## src/hdl/brf_pkg.sv

```systemverilog
// constants and widths for the byte ring fifo burst unit
`timescale 1ns / 1ps
`default_nettype none

package brf_pkg;

  localparam int DEPTH_DEF = 256;
  localparam int MAX_BURST = 8;
  localparam int NUM_BANKS = 8;
  localparam int BANK_BITS = 3;
  localparam int LANE_W    = 8;
  localparam int DATA_W    = NUM_BANKS * LANE_W;
  localparam int COUNT_W   = 4;
  localparam int FILL_W    = 9;
  localparam int CAP_W     = 9;

  localparam logic [CAP_W-1:0] CAP_RESET = 9'd256;

  localparam logic ACT_PUSH = 1'b0;
  localparam logic ACT_POP  = 1'b1;

endpackage

`default_nettype wire

```

## src/hdl/brf_channels_if.sv

```systemverilog
// request and result channel interfaces of the byte ring fifo
`timescale 1ns / 1ps
`default_nettype none

interface brf_in_if import brf_pkg::*; ();
  logic               valid;
  logic               ready;
  logic               action;
  logic [COUNT_W-1:0] byte_count;
  logic [DATA_W-1:0]  push_bytes;

  modport source (output valid, action, byte_count, push_bytes, input ready);
  modport sink   (input valid, action, byte_count, push_bytes, output ready);
endinterface

interface brf_out_if import brf_pkg::*; ();
  logic              valid;
  logic              ready;
  logic              accepted;
  logic [DATA_W-1:0] pop_bytes;
  logic [FILL_W-1:0] fill_level;

  modport source (output valid, accepted, pop_bytes, fill_level, input ready);
  modport sink   (input valid, accepted, pop_bytes, fill_level, output ready);
endinterface

`default_nettype wire

```

## src/hdl/byte_ring_fifo_burst_unit.sv

```systemverilog
// an accepted request passes the read stage register, then the result register, before its result goes valid
// throughput: one transaction per cycle while the result side is ready
// a stalled result holds the input once two transactions are in flight
// reset clears pointers, fill count, result valids and sets capacity to 256
// the byte banks are not cleared; a capacity write empties the ring
`timescale 1ns / 1ps
`default_nettype none

module byte_ring_fifo_burst_unit
  import brf_pkg::*;
#(
  parameter int DEPTH = DEPTH_DEF
) (
  input  wire              clk,
  input  wire              rst_n,
  brf_in_if.sink           in_chan,
  brf_out_if.source        out_chan,
  input  wire              cfg_we,
  input  wire [CAP_W-1:0]  cfg_wdata
);

  localparam int CW       = $clog2(DEPTH + 1);
  localparam int FW       = (CW > FILL_W) ? CW : FILL_W;
  localparam int ROWS_MIN = (DEPTH + NUM_BANKS - 1) / NUM_BANKS;
  localparam int ROW_BITS = ($clog2(ROWS_MIN) < 1) ? 1 : $clog2(ROWS_MIN);
  localparam int ROWS     = 1 << ROW_BITS;
  localparam int AW       = ROW_BITS + BANK_BITS;

  typedef struct packed {
    logic                 accepted;
    logic                 pop;
    logic [COUNT_W-1:0]   count;
    logic [BANK_BITS-1:0] rot;
    logic [FILL_W-1:0]    fill_level;
  } s1_t;

  logic [CAP_W-1:0] cap_r;
  logic [AW-1:0]    rd_ptr_r, rd_ptr_nxt;
  logic [AW-1:0]    wr_ptr_r, wr_ptr_nxt;
  logic [CW-1:0]    fill_r, fill_nxt;

  logic             s1_valid_r;
  s1_t              s1_r, s1_nxt;
  logic             out_valid_r;
  logic             out_accepted_r;
  logic [DATA_W-1:0] out_pop_r, out_pop_nxt;
  logic [FILL_W-1:0] out_fill_r;

  logic [FW-1:0] cap_wide, cap_sel, fill_wide, free_wide, cnt_wide, fill_after;
  logic          is_push, fill_ok, req_ok, in_fire, commit, out_free, s1_move;

  logic [LANE_W-1:0]    push_lane [NUM_BANKS];
  logic [BANK_BITS-1:0] wlane     [NUM_BANKS];
  logic [BANK_BITS-1:0] rlane     [NUM_BANKS];
  logic [AW-1:0]        waddr     [NUM_BANKS];
  logic [AW-1:0]        raddr     [NUM_BANKS];
  logic                 bank_we   [NUM_BANKS];
  logic                 bank_re   [NUM_BANKS];
  logic [LANE_W-1:0]    rd_data_r [NUM_BANKS];

  // capacity and free space
  assign cap_wide  = FW'(cap_r);
  assign cap_sel   = (cap_r == '0 || cap_wide > FW'(DEPTH)) ? FW'(DEPTH) : cap_wide;
  assign fill_wide = FW'(fill_r);
  assign free_wide = cap_sel - fill_wide;
  assign cnt_wide  = FW'(in_chan.byte_count);
  assign fill_ok   = fill_wide <= cap_sel;
  assign is_push   = in_chan.action == ACT_PUSH;

  always_comb begin
    req_ok = 1'b0;
    if (in_chan.byte_count <= COUNT_W'(MAX_BURST)) begin
      if (is_push) begin
        req_ok = fill_ok && (cnt_wide <= free_wide);
      end else begin
        req_ok = cnt_wide <= fill_wide;
      end
    end
  end

  assign out_free       = !out_valid_r || out_chan.ready;
  assign s1_move        = s1_valid_r && out_free;
  assign in_chan.ready  = !s1_valid_r || out_free;
  assign in_fire        = in_chan.valid && in_chan.ready;
  assign commit         = in_fire && req_ok;

  always_comb begin
    rd_ptr_nxt = rd_ptr_r;
    wr_ptr_nxt = wr_ptr_r;
    fill_nxt   = fill_r;
    if (is_push) begin
      wr_ptr_nxt = wr_ptr_r + AW'(in_chan.byte_count);
      fill_nxt   = fill_r + CW'(in_chan.byte_count);
    end else begin
      rd_ptr_nxt = rd_ptr_r + AW'(in_chan.byte_count);
      fill_nxt   = fill_r - CW'(in_chan.byte_count);
    end
  end

  assign fill_after = commit ? FW'(fill_nxt) : fill_wide;

  always_comb begin
    s1_nxt.accepted   = req_ok;
    s1_nxt.pop        = !is_push;
    s1_nxt.count      = in_chan.byte_count;
    s1_nxt.rot        = rd_ptr_r[BANK_BITS-1:0];
    s1_nxt.fill_level = fill_after[FILL_W-1:0];
  end

  // ring state and capacity register
  always_ff @(posedge clk) begin
    if (!rst_n) begin
      cap_r    <= CAP_RESET;
      rd_ptr_r <= '0;
      wr_ptr_r <= '0;
      fill_r   <= '0;
    end else if (cfg_we) begin
      cap_r    <= cfg_wdata;
      rd_ptr_r <= '0;
      wr_ptr_r <= '0;
      fill_r   <= '0;
    end else if (commit) begin
      rd_ptr_r <= rd_ptr_nxt;
      wr_ptr_r <= wr_ptr_nxt;
      fill_r   <= fill_nxt;
    end
  end

  // byte banks, consecutive ring bytes land in consecutive banks
  for (genvar b = 0; b < NUM_BANKS; b++) begin : g_bank
    logic [LANE_W-1:0] bank_mem_r [ROWS];

    assign push_lane[b] = in_chan.push_bytes[b*LANE_W +: LANE_W];
    assign wlane[b]     = BANK_BITS'(b) - wr_ptr_r[BANK_BITS-1:0];
    assign rlane[b]     = BANK_BITS'(b) - rd_ptr_r[BANK_BITS-1:0];
    assign waddr[b]     = wr_ptr_r + AW'(wlane[b]);
    assign raddr[b]     = rd_ptr_r + AW'(rlane[b]);
    assign bank_we[b]   = commit && is_push && (COUNT_W'(wlane[b]) < in_chan.byte_count);
    assign bank_re[b]   = commit && !is_push && (COUNT_W'(rlane[b]) < in_chan.byte_count);

    always_ff @(posedge clk) begin
      if (bank_we[b]) begin
        bank_mem_r[waddr[b][AW-1:BANK_BITS]] <= push_lane[wlane[b]];
      end
      if (bank_re[b]) begin
        rd_data_r[b] <= bank_mem_r[raddr[b][AW-1:BANK_BITS]];
      end
    end
  end

  // read stage
  always_ff @(posedge clk) begin
    if (!rst_n) begin
      s1_valid_r <= 1'b0;
    end else if (in_fire) begin
      s1_valid_r <= 1'b1;
    end else if (s1_move) begin
      s1_valid_r <= 1'b0;
    end
  end

  always_ff @(posedge clk) begin
    if (in_fire) begin
      s1_r <= s1_nxt;
    end
  end

  // realign popped bytes so the oldest lands in lane zero
  always_comb begin
    logic [BANK_BITS-1:0] idx;
    out_pop_nxt = '0;
    for (int i = 0; i < NUM_BANKS; i++) begin
      idx = s1_r.rot + BANK_BITS'(i);
      if (s1_r.accepted && s1_r.pop && (COUNT_W'(i) < s1_r.count)) begin
        out_pop_nxt[i*LANE_W +: LANE_W] = rd_data_r[idx];
      end
    end
  end

  // result register
  always_ff @(posedge clk) begin
    if (!rst_n) begin
      out_valid_r <= 1'b0;
    end else if (s1_move) begin
      out_valid_r <= 1'b1;
    end else if (out_chan.ready) begin
      out_valid_r <= 1'b0;
    end
  end

  always_ff @(posedge clk) begin
    if (s1_move) begin
      out_accepted_r <= s1_r.accepted;
      out_pop_r      <= out_pop_nxt;
      out_fill_r     <= s1_r.fill_level;
    end
  end

  assign out_chan.valid      = out_valid_r;
  assign out_chan.accepted   = out_accepted_r;
  assign out_chan.pop_bytes  = out_pop_r;
  assign out_chan.fill_level = out_fill_r;

endmodule

`default_nettype wire

```

## src/flat_wrapper.sv

```systemverilog
// flat-port wrapper written by rule: the top's interface ports become plain ports
module byte_ring_fifo_burst_unit_flat import brf_pkg::*;
#(
  parameter int DEPTH = DEPTH_DEF
)
  (clk, rst_n, cfg_we, cfg_wdata, in_chan_valid, in_chan_action, in_chan_byte_count, in_chan_push_bytes, in_chan_ready, out_chan_valid, out_chan_accepted, out_chan_pop_bytes, out_chan_fill_level, out_chan_ready);
  brf_in_if in_chan_i ();
  brf_out_if out_chan_i ();
  input  wire clk;
  input  wire rst_n;
  input  wire cfg_we;
  input  wire [CAP_W-1:0] cfg_wdata;
  input wire logic [$bits(in_chan_i.valid)-1:0] in_chan_valid;
  input wire logic [$bits(in_chan_i.action)-1:0] in_chan_action;
  input wire logic [$bits(in_chan_i.byte_count)-1:0] in_chan_byte_count;
  input wire logic [$bits(in_chan_i.push_bytes)-1:0] in_chan_push_bytes;
  output wire logic [$bits(in_chan_i.ready)-1:0] in_chan_ready;
  output wire logic [$bits(out_chan_i.valid)-1:0] out_chan_valid;
  output wire logic [$bits(out_chan_i.accepted)-1:0] out_chan_accepted;
  output wire logic [$bits(out_chan_i.pop_bytes)-1:0] out_chan_pop_bytes;
  output wire logic [$bits(out_chan_i.fill_level)-1:0] out_chan_fill_level;
  input wire logic [$bits(out_chan_i.ready)-1:0] out_chan_ready;
  assign in_chan_i.valid = in_chan_valid;
  assign in_chan_i.action = in_chan_action;
  assign in_chan_i.byte_count = in_chan_byte_count;
  assign in_chan_i.push_bytes = in_chan_push_bytes;
  assign in_chan_ready = in_chan_i.ready;
  assign out_chan_valid = out_chan_i.valid;
  assign out_chan_accepted = out_chan_i.accepted;
  assign out_chan_pop_bytes = out_chan_i.pop_bytes;
  assign out_chan_fill_level = out_chan_i.fill_level;
  assign out_chan_i.ready = out_chan_ready;
  byte_ring_fifo_burst_unit #(.DEPTH(DEPTH)) u_core (.clk(clk), .rst_n(rst_n), .in_chan(in_chan_i), .out_chan(out_chan_i), .cfg_we(cfg_we), .cfg_wdata(cfg_wdata));
endmodule
```

## config.mk

```make
export PLATFORM = sky130hd
export DESIGN_NAME = byte_ring_fifo_burst_unit_flat
export DESIGN_NICKNAME = d
export VERILOG_FILES = /design/src/hdl/brf_pkg.sv /design/src/hdl/brf_channels_if.sv /design/src/hdl/byte_ring_fifo_burst_unit.sv /design/src/flat_wrapper.sv
export SDC_FILE = /design/constraint.sdc
export NUM_CORES = 2
export LEC_CHECK = 0
export BUFFER_PORTS_ARGS = -buffer_cell sky130_fd_sc_hd__buf_2
export CORE_ASPECT_RATIO = 0.8
export CORE_MARGIN = 1
export CORE_UTILIZATION = 30
export DETAILED_ROUTE_END_ITERATION = 10
export HOLD_SLACK_MARGIN = 0.15
export SLEW_MARGIN = 10
export SYNTH_ARGS = -nofsm -noshare
export SYNTH_HDL_FRONTEND = slang
export SYNTH_SLANG_ARGS = --single-unit
```

## constraint.sdc

```tcl
create_clock -name clk -period 4.52 [get_ports clk]
set_input_delay 0.226 -clock clk [delete_from_list [all_inputs] [get_ports clk]]
set_output_delay 0.226 -clock clk [all_outputs]
set_load 0.05 [all_outputs]
```

Word-level counts from Yosys, hierarchy flattened
Memories as Yosys holds them, arrays and structs flattened. A register that Yosys moved wholly into a read port is not among the register bits.
Index checks and enable logic that the tools add are counted.
{ "totals": {"ramBits": 2112, "word_cells": 228, "reg_bits": 64, "out_inout_bits": 76, "n_memories": 9, "latchBits": 0, "romBits": 0} }
{ "op_classes": {"multipliers": 0, "n_div": 0, "n_reduce_logical": 50, "muxes": 65, "n_eq_ne": 0, "order_cmp": 37, "addsub": 44, "n_shift": 0, "bitwise_logic": 10} }
{ "mem_list": {"columns": ["memory", "words", "width", "read_ports", "rd_ports_with_merged_regs", "write_ports", "line", "rtl"], "rows": [
  ["u_core.g_bank[0].bank_mem_r", 32, 8, 1, 0, 1, "byte_ring_fifo_burst_unit.sv:131", "logic [LANE_W-1:0] bank_mem_r [ROWS];"],
  ["u_core.g_bank[1].bank_mem_r", 32, 8, 1, 0, 1, "byte_ring_fifo_burst_unit.sv:131", null],
  ["u_core.g_bank[2].bank_mem_r", 32, 8, 1, 0, 1, "byte_ring_fifo_burst_unit.sv:131", null],
  ["u_core.g_bank[3].bank_mem_r", 32, 8, 1, 0, 1, "byte_ring_fifo_burst_unit.sv:131", null],
  ["u_core.g_bank[4].bank_mem_r", 32, 8, 1, 0, 1, "byte_ring_fifo_burst_unit.sv:131", null],
  ["u_core.g_bank[5].bank_mem_r", 32, 8, 1, 0, 1, "byte_ring_fifo_burst_unit.sv:131", null],
  ["+3 memories", null, null, null, null, null, null, null]
]} }
{ "op_table": {"columns": ["cell", "count"], "rows": [
  ["$bmux 8 s3", 8],
  ["$add 8x3->8", 16],
  ["$mux 8", 16],
  ["$lt 3x4->1", 16],
  ["$mux 1", 38],
  ["$ge 4x4->1 const B", 8],
  ["$not 3->4", 8],
  ["$logic_and 1x1->1", 31],
  ["$mux 9", 3],
  ["$sub 3x3->3 const A", 8],
  ["$le 4x9->1", 2],
  ["$add 8x4->8", 2],
  ["$lt 3x4->1 const A", 4],
  ["$add 3x3->3 const B", 4],
  ["$sub 1x3->3 const A", 4],
  ["$sub 2x3->3 const A", 4],
  ["$logic_not 1->1", 10],
  ["$add 9x4->9", 1],
  ["$gt 9x9->1 const B", 1],
  ["$le 9x9->1", 1],
  ["$logic_not 9->1", 1],
  ["$sub 9x4->9", 1],
  ["$sub 9x9->9", 1],
  ["$lt 1x4->1 const A", 2],
  ["9 further kinds", 16]
]} }

Depth between registers and ports, before layout
{ "logic_depth": {"ltp_word": 13, "ltp_mapped": 20, "mapped_depth_nobuf": 17} }

Worst setup path after synthesis
No wires, ideal clock.
{ "synth_path": {"path_type": "register to register", "startpoint": "reg u_core.wr_ptr_r[2]", "endpoint": "mem u_core.g_bank[5].bank_mem_r[12][0], enable pin", "slack_ns": -0.485, "arrival_ns": 4.607, "path_stages_with_launch": 14, "synth_period_minus_slack_ns": 5.005, "n_path_buf": 5, "cell_sequence": "dfxtp_1 -> buf_1 -> clkbuf_1 -> clkinv_1 -> clkbuf_1 -> ha_1 -> clkbuf_1 -> clkinv_1 -> clkbuf_1 -> ha_1 -> a21oi_1 -> nor2_1 -> nor3_1 -> nor4b_1"} }
{ "synth_between": {"elab_chain_cells": 5} }
{ "synth_rtl": {"columns": ["item", "line", "rtl"], "rows": [
  ["start: declaration", "byte_ring_fifo_burst_unit.sv:39", "logic [AW-1:0] wr_ptr_r, wr_ptr_nxt;"],
  ["start signal: assignment", "byte_ring_fifo_burst_unit.sv:124", "wr_ptr_r <= wr_ptr_nxt;"],
  ["$sub 3x3->3", "byte_ring_fifo_burst_unit.sv:134", "assign wlane[b] = BANK_BITS'(b) - wr_ptr_r[BANK_BITS-1:0];"],
  ["$lt 3x4->1", "byte_ring_fifo_burst_unit.sv:138", "assign bank_we[b] = commit && is_push && (COUNT_W'(wlane[b]) < in_chan.byte_count);"],
  ["$logic_and 1x1->1", "byte_ring_fifo_burst_unit.sv:138", null],
  ["$mux 1", "byte_ring_fifo_burst_unit.sv:142", "if (bank_we[b]) begin"],
  ["$mux 1 (implied by the code)", "byte_ring_fifo_burst_unit.sv:143", "bank_mem_r[waddr[b][AW-1:BANK_BITS]] <= push_lane[wlane[b]];"],
  ["end: declaration", "byte_ring_fifo_burst_unit.sv:131", null]
]} }
Parallel ways exist; a longest one is shown, timed or not.

Final worst setup path
{ "layout_path": {"startpoint": "reg u_core.cap_r[7]", "endpoint": "mem u_core.g_bank[0].bank_mem_r[4][6], enable pin"} }
{ "layout_between": {"elab_chain_cells": 13} }
{ "layout_rtl": {"columns": ["item", "line", "rtl"], "rows": [
  ["start: declaration", "byte_ring_fifo_burst_unit.sv:37", "logic [CAP_W-1:0] cap_r;"],
  ["start signal: assignment", "byte_ring_fifo_burst_unit.sv:118", "cap_r <= cfg_wdata;"],
  ["$gt 9x9->1 / $logic_not 9->1 (equally long branches)", "byte_ring_fifo_burst_unit.sv:63", "assign cap_sel = (cap_r == '0 || cap_wide > FW'(DEPTH)) ? FW'(DEPTH) : cap_wide;"],
  ["$logic_or 1x1->1", "byte_ring_fifo_burst_unit.sv:63", null],
  ["$mux 9 *", "byte_ring_fifo_burst_unit.sv:63", null],
  ["$sub 9x9->9", "byte_ring_fifo_burst_unit.sv:65", "assign free_wide = cap_sel - fill_wide;"],
  ["$le 4x9->1", "byte_ring_fifo_burst_unit.sv:74", "req_ok = fill_ok && (cnt_wide <= free_wide);"],
  ["$logic_and 1x1->1 *", "byte_ring_fifo_burst_unit.sv:74", null],
  ["$mux 1 *", "byte_ring_fifo_burst_unit.sv:73", "if (is_push) begin"],
  ["$mux 1 *", "byte_ring_fifo_burst_unit.sv:72", "if (in_chan.byte_count <= COUNT_W'(MAX_BURST)) begin"],
  ["$logic_and 1x1->1 *", "byte_ring_fifo_burst_unit.sv:85", "assign commit = in_fire && req_ok;"],
  ["$logic_and 1x1->1 * (2 in a row)", "byte_ring_fifo_burst_unit.sv:138", null],
  ["$mux 1 *", "byte_ring_fifo_burst_unit.sv:142", null],
  ["$mux 1 (implied by the code) *", "byte_ring_fifo_burst_unit.sv:143", null],
  ["end: declaration", "byte_ring_fifo_burst_unit.sv:131", null]
]} }
Every way passes the cells marked *; elsewhere a longest branch is shown, timed or not.

==> run summary <==
Final number of hold-violating endpoints: 0. Number of synthesized flops with an enable pin: 2204. The detailed router placed 56.2k vias in this run. The depth of the worst hold-timing path works out to 3. The final reports fail on setup timing.

The compound-cell area share of the yosys netlist is 3.05%. The worst-case register-to-register setup slack is -0.03 ns, and the max-cap check violation count is 0. The flow ran to the end, but the final reports show violations. For the share of the yosys chip area belonging to registers, the log shows 70.5%.

Row generation in the floorplan step produced 184 rows. The first global-routing pass estimated 409 mm of wire. The worst setup path is captured at a flop. Compared with the post-synthesis result, the final layout area differs by 21.4%. Critical path class: reg2reg. The final worst setup slack was -0.0317 ns; the max-slew violation count was 0. For this run, asynchronously set or reset flops after synthesis account for 0%. For this run, the leading register cell type out of synthesis is edfxtp_1. The floorplan step defined a core boundary enclosing 314000 um2. The number of buffers added by the clock tree synthesis step was 225.

Cells with a size suffix above 1 make up 31.4% of the layout. For the worst setup path, the data required time is 5.10 ns. The count of input and output buffers was 158; the initial antenna violation count was 33.

In the routed design, unresolved DRC markers number 0. The die covers 319000 um2. The worst-case hold path end point is u_core.out_chan.pop_bytes[31].

The startpoint identified for the worst register-to-register timing path is u_core.cap_r[7]. The overall routed net length was 288 mm. During synthesis, Yosys emitted a total of 0 warnings. Data arrives at the worst endpoint at 5.13 ns. The height of the chip was 505 um.

The half-perimeter wire length of the detailed placement result is 197 mm, and the clock-pin slew of the registers on the worst-case setup and hold paths is 0.07 ns. The largest incremental delay on the critical path is 0.34 ns. Setup repair after global routing could not meet its margin everywhere. After synthesis the cells add up to 95000 um2.

The worst-case reg-to-reg path depth works out to 24. Grouping stages by cell kind, the critical path spends the most delay in buffers and inverters. Of the total synthesized cell area, the portion taken by full adders, half adders and majority gates is 1.28%. The multi-input combinational cells in the finished layout cover a total of 29200 um2. The run gives 220 MHz as the maximum clock frequency. The final total power is 45.3 mW, and the post-synthesis simple-gate area fraction is 7.06%.

Synthesis handed over a netlist of 5454 instances. The tools report the number of global-route vias before repair as 54.6k. The path class of the tightest hold or removal check is in2reg. After filler insertion, the fill cell instance count of the layout stands at 28.9k. The logs give 5630 for the net count of the mapped netlist and 11.0% for the tightest slew margin relative to the limit. The largest family of logic cells by synthesized area was multiplexers. The synthesized-area fraction occupied by xor and xnor cells was 0.955%; the initial core utilization was 30.2%. In this run the most critical hold path is launched from out_chan_ready. The maximum buffer depth of the clock tree came out at 4. The sum of overflow across all layers after global routing is 0, and the antenna violation net count after detailed routing is 0. The setup total negative slack is -0.910 ns, and the H-tree depth is 4.

A synthesized cell averages 17.4 um2. In the finished design, the share of the clock period the worst path needs comes to 101%. The tools report the last weighted congestion value of the routability-driven placer as 0.936.

The critical path goes through nor4_4 -> nand2_2 -> ha_4 -> nand2b_4 -> ha_4 -> buf_6 -> nand2b_4 -> nand2b_4 -> a21oi_2 -> xor2_1 -> ha_1 -> buf_4 -> nand4_1 -> o21ai_1 -> a221o_1 -> buf_4 -> o31a_1 -> buf_12 -> buf_6 -> buf_8 -> nand3_1 -> buf_6 -> nor4_2 -> buf_4. Registers take 66900 um2. The number of different library cells used by synthesis comes to 85. The worst setup skew after layout is 0.116 ns, and the static leakage power is 37.7 nW.

The die is 631 um wide. The tree built by TritonCTS fans out to 2240 sinks. Setup violations remaining at the end of the flow were counted as 74.

The worst register-to-register path ends at u_core.g_bank[0].bank_mem_r[4][6]. The average wire per standard cell came out at 27.4 um. The average via count per standard cell came out at 5.34. Clock network latency to the later pin of the worst-skew pair: 0.93 ns. IR analysis of the VDD net gives a maximum drop of 0.329 mV.

TritonCTS built the clock tree. The multiplexer share of the synthesized area is 15.6%, and the number of register bits inferred by synthesis is 2240. The number of DRC markers in iteration 0 is 7482. Of all nets on the critical path, the largest fanout is 9. Entering global routing, the biggest net connects 89 pins. For this run, the detailed router's first-pass iteration total came to 6.

For this design the ratio of total power to cell area is 393 nW/um2. The cell sitting at the root of the clock tree is a clkbuf_16. Subtracting the final worst setup slack from the clock period gives 4.55 ns. The global-route usage over all layers was 17.7%.

The cell with the largest stage delay on the worst path was dfxtp_2. The measured slew at the worst slew-check pin is 1.34 ns, and the number of top-level pins is 159. The critical path contains buffers and inverters numbering 8 combined. At the end of the flow, the number of nets in the layout was 6304. STA classifies the critical path startpoint as a flop.
-- kinds of logic after synthesis --
kind of cell	Yosys count
compound gates	419
xor+xnor	101
fa+ha+maj	93
buf+inv	368
flops	2240
mux	755
simple gates	1478
-- metrics by stage --
stage	instance area, um2	cells	hold WS, ns	utilization, %	worst slack (ns)
6_report	115000	10500	0.234	36.7	-0.0317
5_1_grt	115000	10500	0.275	36.7	-0.233
4_1_cts	114000	10500	0.195	36.4	-0.0831
3_5_place_dp	104000	9912	0.405	33.2	-0.969
3_3_place_gp	104000	9912	0.407	33.2	-0.811
2_1_floorplan	95700	5454	0.325	-	-0.256
-- routing by layer --
layer	part of all wire, %	track usage, %	vias up
met5	0.0024	0	-
met4	4.7	7.66	2
met3	9.9	3.92	458
met2	45	26.3	3190
met1	41	24.8	29200
li1	-	-	23300
-- tightest hold or removal path, delay by kind of cell --
family / cells / cell delay [ns]
buffers and inverters: 1 / 0.10
AND/OR/NAND/NOR: 2 / 0.58
-- cell usage in the layout, fill, tap and decap left out, drive strengths merged, types with 10 or more instances in the layout --
master,n
nor3,104
a211oi,23
ha,86
o22ai,21
edfxtp,2204
clkinv,89
and3,23
clkbuf,265
or4,10
a32oi,37
dlygate4sd3,45
nand2,736
xor2,34
bufinv,29
inv,73
nand4,96
o21ai,54
buf,704
mux4,576
or3,19
a22oi,17
a311oi,34
nand2b,21
xnor2,67
clkinvlp,16
mux2,48
dfxtp,36
nor4,97
nor2,213
o31ai,10
diode,16
nor2b,37
o21a,13
nand3,90
a21oi,122
mux2i,131
-- flip-flops by register name, summed over array words and instances (netlist names) --
register	flops
u_core.cap_r	9
u_core.rd_data_r	64
u_core.fill_r	9
u_core.rd_ptr_r	8
u_core.wr_ptr_r	8
u_core.out_chan.accepted	1
u_core.g_bank.bank_mem_r	2048
u_core.out_chan.fill_level	9
u_core.s1_r	18
u_core.s1_valid_r	1
u_core.out_chan.pop_bytes	64
u_core.out_chan.valid	1
-- cells in the mapped netlist, drive strengths merged (13+ instances only) --
master / number / area, um2
edfxtp: 2204 / 66200
nand2: 736 / 2760
mux4: 576 / 13000
nor2: 213 / 800
clkbuf: 170 / 638
buf: 134 / 626
mux2i: 131 / 1310
a21oi: 122 / 611
nor3: 104 / 531
nor4: 97 / 613
nand4: 96 / 601
nand3: 90 / 450
ha: 86 / 1080
xnor2: 67 / 602
inv: 60 / 225
o21ai: 54 / 270
mux2: 48 / 541
a32oi: 37 / 324
nor2b: 37 / 231
dfxtp: 36 / 721
a311oi: 34 / 298
xor2: 34 / 305
a211oi: 23 / 173
and3: 23 / 144
nand2b: 21 / 131
o22ai: 21 / 131
or3: 19 / 119
a22oi: 17 / 128
o21a: 13 / 97.6
-- repair_timing --
item                                    4_1_cts  5_1_grt
pin swaps                                    94       50
cloned                                        3        0
endpoints found under the setup margin     1989     1926
hold endpoints to repair                     57        0
gates resized for setup                     230      109
buffers inserted                             95       35
hold buffers                                 45        0
-- how the worst max path moves through the flow --
stage,from,end,cells past startpoint
4_1_cts,u_core.cap_r[3],u_core.g_bank[5].bank_mem_r[30][6],22
2_1_floorplan,u_core.cap_r[0],u_core.g_bank[2].bank_mem_r[12][0],18
3_3_place_gp,u_core.cap_r[0],u_core.g_bank[1].bank_mem_r[0][5],20
6_report,u_core.cap_r[7],u_core.g_bank[0].bank_mem_r[4][6],24
3_5_place_dp,u_core.cap_r[0],u_core.g_bank[1].bank_mem_r[0][4],20
5_1_grt,u_core.cap_r[0],u_core.g_bank[5].bank_mem_r[4][1],24
-- report_power, final --
| part | internal, mW | switching [mW] | total (mW) |
|---|---|---|---|
| registers | 23.3 | 0.0938 | 23.3 |
| logic | 0.886 | 2.13 | 3.02 |
| clock network | 10.9 | 8.08 | 18.9 |
| total | 35.0 | 10.3 | 45.3 |
-- area by class of cell --
class	instances	share of cell area (%)
Inverter	64	0.208
Timing Repair Buffer	751	5.47
Antenna cell	16	0.0347
Sequential cell	2240	58.0
Clock inverter	143	1.38
Multi-Input combinational cell	2846	25.3
Tap cell	4185	4.54
Clock buffer	264	5.03
Note: power is estimated with default switching activity, not from simulation.
